<file path="config.mk">
export PLATFORM = sky130hd
export DESIGN_NAME = sine_tone_with_decay_core
export DESIGN_NICKNAME = d
export VERILOG_FILES = /design/src/stwd_pkg.sv /design/src/sine_tone_with_decay_core.sv
export SDC_FILE = /design/constraint.sdc
export NUM_CORES = 1
export LEC_CHECK = 0
export BUFFER_PORTS_ARGS = -buffer_cell sky130_fd_sc_hd__clkbuf_2
export CORE_ASPECT_RATIO = 1.1
export CORE_MARGIN = 2
export CORE_UTILIZATION = 35
export CTS_BUF_LIST = sky130_fd_sc_hd__clkbuf_4
export CTS_CLUSTER_SIZE = 16
export DETAILED_ROUTE_END_ITERATION = 7
export GPL_ROUTABILITY_DRIVEN = 0
export PLACE_DENSITY_LB_ADDON = 0.3
export SYNTH_ARGS = -nofsm -noshare
export SYNTH_HDL_FRONTEND = slang
export SYNTH_SLANG_ARGS = --single-unit
</file>
<file path="constraint.sdc">
create_clock -name clk -period 9.5 [get_ports clk]
set_input_delay 0.95 -clock clk [delete_from_list [all_inputs] [get_ports clk]]
set_output_delay 0.95 -clock clk [all_outputs]
set_load 0.005 [all_outputs]
</file>
<file path="src/stwd_pkg.sv">
`timescale 1ns / 1ps
`default_nettype none
package stwd_pkg;

  localparam int unsigned PhaseW   = 4;
  localparam int unsigned CyclesW  = 16;
  localparam int unsigned LevelW   = 8;
  localparam int unsigned SampleW  = 8;

  localparam logic [PhaseW-1:0]  PhaseLast   = 4'd15;
  localparam logic [LevelW-1:0]  FullScale   = 8'd255;
  localparam logic [LevelW-1:0]  DecayStart  = 8'd200;
  localparam logic [LevelW-1:0]  DecayLimit  = 8'd220;
  localparam logic [LevelW-1:0]  MaxStep     = 8'd5;

  // x / 50 for any 8-bit x equals (x * 41) >> 11
  localparam logic [5:0]         Div50Mul    = 6'd41;
  localparam int unsigned        Div50Shift  = 11;

  typedef enum logic {
    CMD_TICK  = 1'b0,
    CMD_START = 1'b1
  } cmd_t;

  function automatic logic [LevelW-1:0] wave_lut(input logic [PhaseW-1:0] ph);
    logic [LevelW-1:0] v;
    case (ph)
      4'd0:    v = 8'd176;
      4'd1:    v = 8'd217;
      4'd2:    v = 8'd244;
      4'd3:    v = 8'd254;
      4'd4:    v = 8'd244;
      4'd5:    v = 8'd217;
      4'd6:    v = 8'd176;
      4'd7:    v = 8'd128;
      4'd8:    v = 8'd80;
      4'd9:    v = 8'd39;
      4'd10:   v = 8'd12;
      4'd11:   v = 8'd2;
      4'd12:   v = 8'd12;
      4'd13:   v = 8'd39;
      4'd14:   v = 8'd80;
      default: v = 8'd128;
    endcase
    return v;
  endfunction

endpackage
`default_nettype wire

</file>
<file path="src/sine_tone_with_decay_core.sv">
`timescale 1ns / 1ps
`default_nettype none
// Bell tone generator with a decaying envelope.
// Input channel (in_valid / in_stall): one word per command. A start word
// (in_command = 1) loads in_start_cycles, sets full volume and rewinds the
// phase; it yields no output. A tick word (in_command = 0) yields exactly one
// output word (out_sample, out_playing) and steps the oscillator unless idle.
// Path: an accepted word is registered in the input register; a tick's
// result is then registered in the output register, where out_valid rises,
// as soon as the output register is free.
// Throughput: one word per cycle unless a stalled output holds a tick.
// The table lookup, 8x8 volume multiply and envelope update are combinational
// between the two registers and also set the next oscillator state.
// While out_stall is high the output word holds; the input register still
// drains start words, and a tick waits there, raising in_stall only when the
// output register is full and stalled.
// Reset (rst_n low, synchronous): both registers empty, phase at its last
// entry, volume, cycle count and decay envelope cleared. A tick after reset
// outputs 0 with out_playing low.
module sine_tone_with_decay_core (
  input  wire                          clk,
  input  wire                          rst_n,
  input  wire                          in_valid,
  output logic                         in_stall,
  input  wire                          in_command,
  input  wire [stwd_pkg::CyclesW-1:0]  in_start_cycles,
  output logic                         out_valid,
  input  wire                          out_stall,
  output logic [stwd_pkg::SampleW-1:0] out_sample,
  output logic                         out_playing
);
  import stwd_pkg::*;

  // input register
  logic               s1_valid_r, s1_valid_nxt;
  cmd_t               s1_cmd_r;
  logic [CyclesW-1:0] s1_cycles_r;

  // oscillator and envelope state
  logic [PhaseW-1:0]  phase_r, phase_nxt;
  logic [CyclesW-1:0] cycles_r, cycles_nxt;
  logic [LevelW-1:0]  amp_r, amp_nxt;
  logic [LevelW-1:0]  dcnt_r, dcnt_nxt;
  logic [LevelW-1:0]  dstep_r, dstep_nxt;

  // output register
  logic               out_valid_r, out_valid_nxt;
  logic [SampleW-1:0] out_sample_r;
  logic               out_playing_r;

  logic               out_free;
  logic               s1_fire;
  logic               s1_tick;
  logic               in_fire;
  logic [2*LevelW-1:0] prod;
  logic [SampleW-1:0] sample_val;
  logic [13:0]        div_prod;
  logic [LevelW-1:0]  amp_div50;
  logic [LevelW-1:0]  cnt_inc;
  logic [LevelW-1:0]  step_use;
  logic [LevelW-1:0]  amp_dec;

  assign out_free = !out_valid_r || !out_stall;
  assign s1_fire  = s1_valid_r && (s1_cmd_r == CMD_START || out_free);
  assign s1_tick  = s1_fire && s1_cmd_r == CMD_TICK;
  assign in_stall = s1_valid_r && !s1_fire;
  assign in_fire  = in_valid && !in_stall;

  // product >> 8 of two 8-bit values never exceeds 254, no clamp needed
  assign prod       = wave_lut(phase_r) * amp_r;
  assign sample_val = prod[2*LevelW-1:LevelW];

  assign div_prod  = amp_r * Div50Mul;
  assign amp_div50 = {5'd0, div_prod[13:Div50Shift]};

  assign cnt_inc  = dcnt_r + 8'd1;
  assign step_use = (dstep_r == '0) ? amp_div50 : dstep_r;
  assign amp_dec  = amp_r - step_use;

  always_comb begin
    phase_nxt  = phase_r;
    cycles_nxt = cycles_r;
    amp_nxt    = amp_r;
    dcnt_nxt   = dcnt_r;
    dstep_nxt  = dstep_r;
    if (s1_fire && s1_cmd_r == CMD_START) begin
      phase_nxt  = '0;
      cycles_nxt = s1_cycles_r;
      amp_nxt    = FullScale;
      dcnt_nxt   = '0;
    end else if (s1_tick) begin
      if (phase_r != PhaseLast) begin
        phase_nxt = phase_r + 4'd1;
      end else if (cycles_r != '0) begin
        phase_nxt  = '0;
        cycles_nxt = cycles_r - 16'd1;
        dcnt_nxt   = cnt_inc;
        if (cnt_inc >= DecayStart) begin
          amp_nxt   = amp_dec;
          dstep_nxt = step_use;
          if (amp_dec <= step_use || cnt_inc >= DecayLimit) begin
            dstep_nxt = '0;
            dcnt_nxt  = '0;
          end
        end
      end
    end
  end

  always_comb begin
    s1_valid_nxt = s1_valid_r;
    if (s1_fire) begin
      s1_valid_nxt = 1'b0;
    end
    if (in_fire) begin
      s1_valid_nxt = 1'b1;
    end
    out_valid_nxt = out_valid_r;
    if (out_valid_r && !out_stall) begin
      out_valid_nxt = 1'b0;
    end
    if (s1_tick) begin
      out_valid_nxt = 1'b1;
    end
  end

  always_ff @(posedge clk) begin
    if (!rst_n) begin
      s1_valid_r  <= 1'b0;
      out_valid_r <= 1'b0;
      phase_r     <= PhaseLast;
      cycles_r    <= '0;
      amp_r       <= '0;
      dcnt_r      <= '0;
      dstep_r     <= '0;
    end else begin
      s1_valid_r  <= s1_valid_nxt;
      out_valid_r <= out_valid_nxt;
      phase_r     <= phase_nxt;
      cycles_r    <= cycles_nxt;
      amp_r       <= amp_nxt;
      dcnt_r      <= dcnt_nxt;
      dstep_r     <= dstep_nxt;
    end
  end

  always_ff @(posedge clk) begin
    if (in_fire) begin
      s1_cmd_r    <= cmd_t'(in_command);
      s1_cycles_r <= in_start_cycles;
    end
    if (s1_tick) begin
      out_sample_r  <= sample_val;
      out_playing_r <= (cycles_nxt != '0);
    end
  end

  assign out_valid   = out_valid_r;
  assign out_sample  = out_sample_r;
  assign out_playing = out_playing_r;

  // volume only falls between starts
  a_amp_no_rise: assert property (@(posedge clk) disable iff (!rst_n)
    s1_tick |=> amp_r <= $past(amp_r))
    else $error("volume rose on a tick");

  // decay counter is cleared before it can pass the limit
  a_dcnt_bound: assert property (@(posedge clk) disable iff (!rst_n)
    dcnt_r < DecayLimit)
    else $error("decay counter past limit");

  // step is at most 255/50
  a_step_bound: assert property (@(posedge clk) disable iff (!rst_n)
    dstep_r <= MaxStep)
    else $error("decay step out of range");

  // idle oscillator parks on its last entry
  a_idle_hold: assert property (@(posedge clk) disable iff (!rst_n)
    s1_tick && phase_r == PhaseLast && cycles_r == '0 |=> phase_r == PhaseLast)
    else $error("idle phase moved");

endmodule
`default_nettype wire

</file>
==> impl_metrics.env, run 1 <==
export IMPL_outcome="finished clean"
export IMPL_vias=5109
export IMPL_rows=53
export IMPL_postSynthAreaPerCell_um2=9.164
export IMPL_worstPathArrival_ns=7.53
export IMPL_grt_pass1_vias=5020
export IMPL_r2r_start="amp_r[7]"
export IMPL_dr_pass1_iters=4
export IMPL_dieArea_um2=20340
export IMPL_dp_cells=993
export IMPL_cts_buffers=9
export IMPL_setup_violations=0
export IMPL_cp_max_fo=16
export IMPL_ff2ff_path_depth=26
export IMPL_skew_ns=0.02926
export IMPL_yosys_area_top_type="dfxtp_1"
export IMPL_via_per_inst=5.063
export IMPL_grt_overflow=0
export IMPL_min_period_ns=7.127
export IMPL_slew_viol_final=0
export IMPL_clk_latency_ns=0.49
export IMPL_vdd_drop_max_v=0.00009365
export IMPL_hold_depth=1
export IMPL_cts_hold_buf=0
export IMPL_crit_path_start_kind="flop"
export IMPL_final_cell_mix="ha_1 (83), nand2_1 (75), inv_1 (73), dfxtp_1 (54)"
export IMPL_worstPathRequired_ns=9.90
export IMPL_antenna_left=0
export IMPL_crit_slowest_cell="dfxtp_1"
export IMPL_min_to="dstep_r[4]"
export IMPL_worstHoldStart="dstep_r[4]"
export IMPL_nets=898
export IMPL_synth_distinct_cells=75
export IMPL_leakage_uw=0.003381
export IMPL_io_buffer_count=31
export IMPL_routed_wl_um=14180
export IMPL_synth_area_top_cells="dfxtp_1 (16%), ha_1 (15%), edfxtp_1 (12%)"
export IMPL_cpLargestDelayFamily="adder cells"
export IMPL_hold_path_class="reg2reg"
export IMPL_worst_path_most_repeated_cell="ha_1"
export IMPL_fin_crit_sh=0.7502
export IMPL_synth_edf_count=26
export IMPL_drive_gt1_frac=0.1024
export IMPL_hold_viol_final=0
export IMPL_seq_area_frac_synth=0.2768
export IMPL_die_w_um=136.2
export IMPL_finalWorstSetupSlack_ns=2.373
export IMPL_ys_seq_elements=80
export IMPL_wl_per_cell_um=14.05
export IMPL_fin_cells=1009
export IMPL_antennaDiodeCount=0
export IMPL_synth_top_area_frac=0.1607
export IMPL_drv_cap=0
export IMPL_crit_type="reg2reg"
export IMPL_cts_tree="yes"
export IMPL_clkTransAtPathRegs_ns=0.15
export IMPL_critPathBufInv=0
export IMPL_cts_max_level=3
export IMPL_fp_dieH_um=149.4
export IMPL_gr_usage_all_layers=0.1477
export IMPL_netlist_instances=734
export IMPL_path_depth=26
export IMPL_post_place_ws_ns=2.432
export IMPL_grt_max_degree=24
export IMPL_max_freq_mhz=140.3
export IMPL_layout_commonest_cell="ha_1"
export IMPL_worstSetupEndpointType="flop"
export IMPL_synth_fp_nets=875
export IMPL_drt_initial_drc_count=207
export IMPL_post_cts_buffers=0
export IMPL_grt_pass1_wl_um=23870
export IMPL_num_io_pins=32
export IMPL_antenna_found_initial=0
export IMPL_cts_resized=0
export IMPL_core_um2=18970
export IMPL_fin_tns_setup_ns=0
export IMPL_start_util=0.3547
export IMPL_worst_pin_slew_ns=1.024
export IMPL_async_flop_share=0
export IMPL_r2r_end="dstep_r[4]"
export IMPL_cts_sinks=80
export IMPL_drc=0
export IMPL_cts_max_path_buffers=2
export IMPL_ctsRootBufferMaster="clkbuf_4"
export IMPL_relSlewSlack=0.3131
export IMPL_area_delta_synth_final_pct=7.775
export IMPL_reg2reg_slack_ns=2.37
export IMPL_p_per_area_nw_per_um2=116.0
export IMPL_rsz0062_at_grt="no"
export IMPL_ys_warn_count=0
export IMPL_hpwl_um=11010
export IMPL_synth_area_um2=6726
export IMPL_cp_slowest_stage_delay_ns=0.73
export IMPL_synthFlopType="dfxtp_1"
synth_stat cells (14+ instances only):
| library cell | instances |
|---|---|
| ha_1 | 83 |
| nand2_1 | 75 |
| inv_1 | 73 |
| dfxtp_1 | 54 |
| and2_1 | 44 |
| nor2_1 | 44 |
| fa_1 | 37 |
| a21oi_1 | 29 |
| edfxtp_1 | 26 |
| o21ai_0 | 25 |
| nand3_1 | 20 |
| clkbuf_1 | 18 |
| xnor2_1 | 18 |
| nor3_1 | 14 |
worst register-to-register path, delay by kind of cell, from the launching register on:
family	cells	cell delay, ns
flops	1	0.73
xor+xnor	2	0.27
compound gates	9	2.15
simple gates	8	1.70
fa+ha+maj	7	2.17
routing by layer:
layer | global-route usage | share of wire
met1 | 0.1756 | 0.44
met3 | 0.03364 | 0.041
met5 | 0 | 0
met4 | 0.05000 | 0.023
met2 | 0.2608 | 0.50
registers in the layout, summed over array words and instances, names as in the netlist, named ones only:
register	flops
out_sample	8
amp_r	8
phase_r	4
s1_cycles_r	16
cycles_r	16
s1_cmd_r	1
s1_valid_r	1
dcnt_r	8
out_playing	1
out_valid	1
dstep_r	8
how the worst max path moves through the flow:
stage                     startpoint    endpoint  slack (ns)
after floorplan             amp_r[7]  dstep_r[3]        3.33
after global placement      amp_r[7]  dstep_r[7]        2.57
after detailed placement    amp_r[7]  dstep_r[6]        2.43
after CTS                   amp_r[7]  dstep_r[6]        2.38
after global routing        amp_r[7]  dstep_r[3]        1.84
final                       amp_r[7]  dstep_r[4]        2.37
layout make-up:
cell class	instances	area, um^2
fillers	1963	11720
inverters	73	274.0
well taps	247	309.0
clock inverters	7	76.32
multi-input cells	557	4468
repair buffers	36	192.7
clock buffers	9	67.56
flip-flops and latches	80	1862
metrics by stage:
step	hold WS [ns]	total power (uW)	instance area, um^2	util
after global routing	0.5267	902.9	7249	0.3822
final	0.5059	840.7	7249	0.3822
after floorplan	0.4531	572.5	6726	-
after detailed placement	0.4826	627.4	7106	0.3747
after global placement	0.4741	625.6	7106	0.3747
after CTS	0.5057	854.6	7249	0.3822
where the power goes:
part | total, uW | switching (uW) | internal (uW)
Clock | 223 | 140 | 82.7
Sequential | 407 | 31.5 | 375
Combinational | 211 | 118 | 93.5
kinds of logic (layout without fill, tap and decap cells):
group                      Yosys count  count (layout)  share of synthesized area
buffers and inverters               97             125                    0.05896
and+or+nand+nor                    269             269                     0.2080
AOI/OAI and AO/OA                  124             124                     0.1297
muxes                               11              11                    0.01656
adders and majority gates          123             123                     0.2690
DFF                                 80              80                     0.2768
xor gates and xnor gates            30              30                    0.04111
(Power assumes the default switching activity.)
==> inputs of run 2 (changes only) <==
Clock period 9.5 ns to 6.7 ns, I/O delays scaled along.
==> impl_metrics.env, run 2 (synthesized netlist as in run 1, its figures left out) <==
export IMPL_outcome="finished clean"
export IMPL_finalWorstSetupSlack_ns=0.3844
export IMPL_cts_max_level=3
export IMPL_cts_buffers=9
export IMPL_core_um2=18970
export IMPL_critPathBufInv=0
export IMPL_skew_ns=0.03034
export IMPL_min_period_ns=6.316
export IMPL_num_io_pins=32
export IMPL_drive_gt1_frac=0.1179
export IMPL_hold_viol_final=0
export IMPL_worst_path_most_repeated_cell="ha_1"
export IMPL_drt_initial_drc_count=152
export IMPL_cp_slowest_stage_delay_ns=0.55
export IMPL_vias=5194
export IMPL_crit_slowest_cell="or4_1"
export IMPL_cpLargestDelayFamily="adder cells"
export IMPL_vdd_drop_max_v=0.0002004
export IMPL_fin_crit_sh=0.9426
export IMPL_relSlewSlack=0.4360
export IMPL_hpwl_um=11450
export IMPL_cts_max_path_buffers=2
export IMPL_rsz0062_at_grt="no"
export IMPL_worstSetupEndpointType="flop"
export IMPL_power_uw=1235
export IMPL_rows=53
export IMPL_max_freq_mhz=158.3
export IMPL_grt_pass1_vias=5136
export IMPL_clk_latency_ns=0.47
export IMPL_clkTransAtPathRegs_ns=0.16
export IMPL_p_per_area_nw_per_um2=167.6
export IMPL_via_per_inst=5.097
export IMPL_drc=0
export IMPL_slew_viol_final=0
export IMPL_path_depth=26
export IMPL_ctsRootBufferMaster="clkbuf_4"
export IMPL_fin_cells=1019
export IMPL_cts_hold_buf=0
export IMPL_cts_sinks=80
export IMPL_wl_per_cell_um=14.23
export IMPL_antennaDiodeCount=0
export IMPL_drv_cap=0
export IMPL_grt_pass1_wl_um=24650
export IMPL_io_buffer_count=31
export IMPL_n_fill_cell=1954
export IMPL_antenna_left=0
export IMPL_area_delta_synth_final_pct=9.524
export IMPL_min_to="s1_cmd_r"
export IMPL_gr_usage_all_layers=0.1524
export IMPL_ff2ff_path_depth=26
export IMPL_cts_tree="yes"
export IMPL_final_cell_mix="ha_1 (83), nand2_1 (75), inv_1 (73), dfxtp_1 (54), and2_1 (44)"
export IMPL_routed_wl_um=14510
export IMPL_leakage_uw=0.003443
export IMPL_die_w_um=136.2
export IMPL_reg2reg_slack_ns=0.38
export IMPL_crit_path_start_kind="flop"
export IMPL_worstHoldStart="in_command"
export IMPL_post_place_ws_ns=0.2931
export IMPL_layout_commonest_cell="ha_1"
export IMPL_hold_path_class="in2reg"
export IMPL_worstPathArrival_ns=6.69
export IMPL_dp_cells=1003
export IMPL_fin_tns_setup_ns=0
export IMPL_nets=908
export IMPL_hold_depth=1
export IMPL_setup_violations=0
export IMPL_worst_pin_slew_ns=0.8396
export IMPL_crit_type="reg2reg"
export IMPL_r2r_end="dstep_r[3]"
export IMPL_worstPathRequired_ns=7.07
export IMPL_cp_max_fo=8
export IMPL_dr_pass1_iters=4
export IMPL_dieArea_um2=20340
export IMPL_start_util=0.3547
export IMPL_r2r_start="amp_r[5]"
export IMPL_grt_overflow=0
export IMPL_fp_dieH_um=149.4
export IMPL_grt_max_degree=24
export IMPL_reg_top3="cycles_r (16), s1_cycles_r (16)"
export IMPL_antenna_found_initial=0
## run 2: changes by cell type in the layout (fill, tap and decap cells not counted)
cell,change
clkinvlp_4,+1
nor2_4,+1
bufinv_16,+1
a211oi_1,-1
buf_4,+10
inv_8,+1
clkinv_2,-1
nor2_1,-1
a21oi_1,-1
a211oi_2,+1
inv_6,-2
a21oi_2,+1
## run 2: cell type report
| cell class | count | area, um^2 | share of cell area |
|---|---|---|---|
| clock buffer | 9 | 67.56 | 0.009171 |
| clock inverter | 7 | 102.6 | 0.01393 |
| inverter | 73 | 274.0 | 0.03719 |
| multi-input combinational | 557 | 4484 | 0.6087 |
| sequential | 80 | 1862 | 0.2527 |
| tap | 247 | 309.0 | 0.04195 |
| timing repair buffer | 46 | 267.8 | 0.03635 |
## run 2: worst max path at each step
stage | start | end | slack, ns
6_report | amp_r[5] | dstep_r[3] | 0.38
5_1_grt | amp_r[5] | dstep_r[3] | 0.04
4_1_cts | amp_r[4] | dstep_r[7] | 0.21
3_5_place_dp | amp_r[4] | dstep_r[6] | 0.29
3_3_place_gp | amp_r[5] | dstep_r[6] | 0.31
2_1_floorplan | amp_r[7] | dstep_r[3] | 0.53
## run 2: report_power, final
group / internal, uW / switching [uW]
clock: 155 / 192
combinational: 138 / 182
sequential: 532 / 36.2
total: 825 / 410
## run 2: per-stage QoR
stage                     utilization  instance area (um^2)  hold slack [ns]
after floorplan                     -                  6726           0.4531
after global placement         0.3786                  7181           0.4877
after detailed placement       0.3786                  7181           0.4923
after CTS                      0.3876                  7351           0.3204
after global routing           0.3884                  7367           0.3081
final                          0.3884                  7367           0.3629
## run 2: per-layer routing
layer  track usage  vias to the layer above  part of all wire
met5             0                        -                 0
met4       0.05156                        0             0.020
met3       0.03296                       20             0.031
met2        0.2751                       79              0.51
met1        0.1772                     2448              0.44
li1              -                     2647                 -
## run 2: timing repair
item                                    in CTS  in global routing
resized for setup                            0                  4
endpoints found under the setup margin       0                 15
setup buffers                                0                  0
hold endpoints to repair                     0                  0
==> inputs of run 3 (changes only) <==
Settings changed: BUFFER_PORTS_ARGS -buffer_cell sky130_fd_sc_hd__clkbuf_2 to -buffer_cell sky130_fd_sc_hd__buf_2, CTS_CLUSTER_DIAMETER from default to 150.
==> impl_metrics.env, run 3 (synthesized netlist as in run 1, its figures left out) <==
export IMPL_outcome="finished clean"
export IMPL_min_to="s1_cmd_r"
export IMPL_grt_pass1_wl_um=24670
export IMPL_fin_tns_setup_ns=0
export IMPL_worstHoldStart="in_command"
export IMPL_drv_cap=0
export IMPL_io_buffer_count=31
export IMPL_post_place_ws_ns=0.2611
export IMPL_fin_util=0.3886
export IMPL_ctsRootBufferMaster="clkbuf_4"
export IMPL_relSlewSlack=0.4706
export IMPL_skew_ns=0.02051
export IMPL_slew_viol_final=0
export IMPL_clk_latency_ns=0.48
export IMPL_dieArea_um2=20340
export IMPL_rows=53
export IMPL_cts_max_level=3
export IMPL_cpLargestDelayFamily="adder cells"
export IMPL_dr_pass1_iters=4
export IMPL_r2r_start="amp_r[5]"
export IMPL_max_freq_mhz=161.1
export IMPL_layout_commonest_cell="ha_1"
export IMPL_hold_viol_final=0
export IMPL_cp_slowest_stage_delay_ns=0.55
export IMPL_gr_usage_all_layers=0.1527
export IMPL_routed_wl_um=14550
export IMPL_worstPathRequired_ns=7.09
export IMPL_fin_crit_sh=0.9263
export IMPL_grt_pass1_vias=5183
export IMPL_min_period_ns=6.206
export IMPL_wl_per_cell_um=14.26
export IMPL_num_io_pins=32
export IMPL_p_sw_uw=409.5
export IMPL_r2r_end="dstep_r[3]"
export IMPL_core_um2=18970
export IMPL_hold_path_class="in2reg"
export IMPL_nets=909
export IMPL_antennaDiodeCount=0
export IMPL_worstPathArrival_ns=6.60
export IMPL_antenna_found_initial=0
export IMPL_crit_path_start_kind="flop"
export IMPL_setup_violations=0
export IMPL_clkTransAtPathRegs_ns=0.15
export IMPL_cts_sinks=80
export IMPL_grt_overflow=0
export IMPL_p_int_uw=830.5
export IMPL_worst_path_most_repeated_cell="ha_1"
export IMPL_placed_area_um2=7181
export IMPL_drt_initial_drc_count=209
export IMPL_finalWorstSetupSlack_ns=0.4939
export IMPL_design_area_um2=7371
export IMPL_cts_tree="yes"
export IMPL_antenna_left=0
export IMPL_area_delta_synth_final_pct=9.580
export IMPL_combinationalPowerShare=0.260
export IMPL_drive_gt1_frac=0.1203
export IMPL_die_w_um=136.2
export IMPL_hpwl_um=11320
export IMPL_vias=5179
export IMPL_start_util=0.3547
export IMPL_netSwitchingFraction=0.3302
export IMPL_critPathBufInv=0
export IMPL_worstSetupStartpoint="amp_r[5]"
export IMPL_rsz0062_at_grt="no"
export IMPL_leakage_uw=0.003446
export IMPL_reg_top3="cycles_r (16), s1_cycles_r (16)"
export IMPL_worstSetupEndpointType="flop"
export IMPL_drc=0
export IMPL_cts_max_path_buffers=2
export IMPL_crit_type="reg2reg"
export IMPL_ff2ff_path_depth=26
export IMPL_cts_hold_buf=0
export IMPL_vdd_drop_max_v=0.0001531
export IMPL_cts_buffers=9
export IMPL_worst_pin_slew_ns=0.7880
export IMPL_power_frac_seq=0.459
export IMPL_crit_slowest_cell="or4_1"
export IMPL_reg2reg_slack_ns=0.49
export IMPL_cp_max_fo=8
export IMPL_final_cell_mix="ha_1 (83), nand2_1 (75), inv_1 (73), dfxtp_1 (52), and2_1 (44)"
export IMPL_via_per_inst=5.077
export IMPL_hold_depth=1
export IMPL_fp_dieH_um=149.4
export IMPL_p_clk_frac=0.282
export IMPL_grt_max_degree=24
export IMPL_p_per_area_nw_per_um2=168.2
-- run 3: stage by stage --
stage                     hold slack [ns]  std cells  power [uW]
after floorplan                    0.4531        734       811.7
after global placement             0.4885       1003       894.5
after detailed placement           0.4963       1003       897.9
after CTS                          0.3117       1019        1251
after global routing               0.3120       1020        1326
final                              0.3488       1020        1240
-- run 3: worst max-delay path by stage --
stage | cells after the start | endpoint
2_1_floorplan | 26 | dstep_r[3]
3_3_place_gp | 26 | dstep_r[6]
3_5_place_dp | 26 | dstep_r[4]
4_1_cts | 26 | dstep_r[4]
5_1_grt | 26 | dstep_r[3]
6_report | 26 | dstep_r[3]
-- run 3: final cells by class --
class | instances | area (um^2)
clock buffer | 10 | 75.07
clock inverter | 6 | 92.59
fill | 1958 | 11590
inverter | 73 | 274.0
multi-input combinational | 557 | 4481
sequential | 80 | 1864
tap | 247 | 309.0
timing repair buffer | 47 | 275.3
-- run 3: what timing repair did --
action,in CTS,in global routing
endpoints found under the setup margin,0,15
resized for setup,0,7
setup buffers,0,1
-- run 3: routing by layer --
metal | up-vias | global-route usage | wire length (um)
li1 | 2650 | - | -
met3 | 23 | 0.02650 | 557
met2 | 100 | 0.2701 | 7153
met5 | - | 0 | 0
met1 | 2406 | 0.1795 | 6490
met4 | 0 | 0.06823 | 346
-- run 3: power groups by stage --
stage          logic [uW]  clock network, uW  registers (uW)
6_report              322                349             569
3_3_place_gp          315                  0             580
5_1_grt               369                382             575
3_5_place_dp          317                  0             581
2_1_floorplan         246                  0             566
4_1_cts               320                362             570
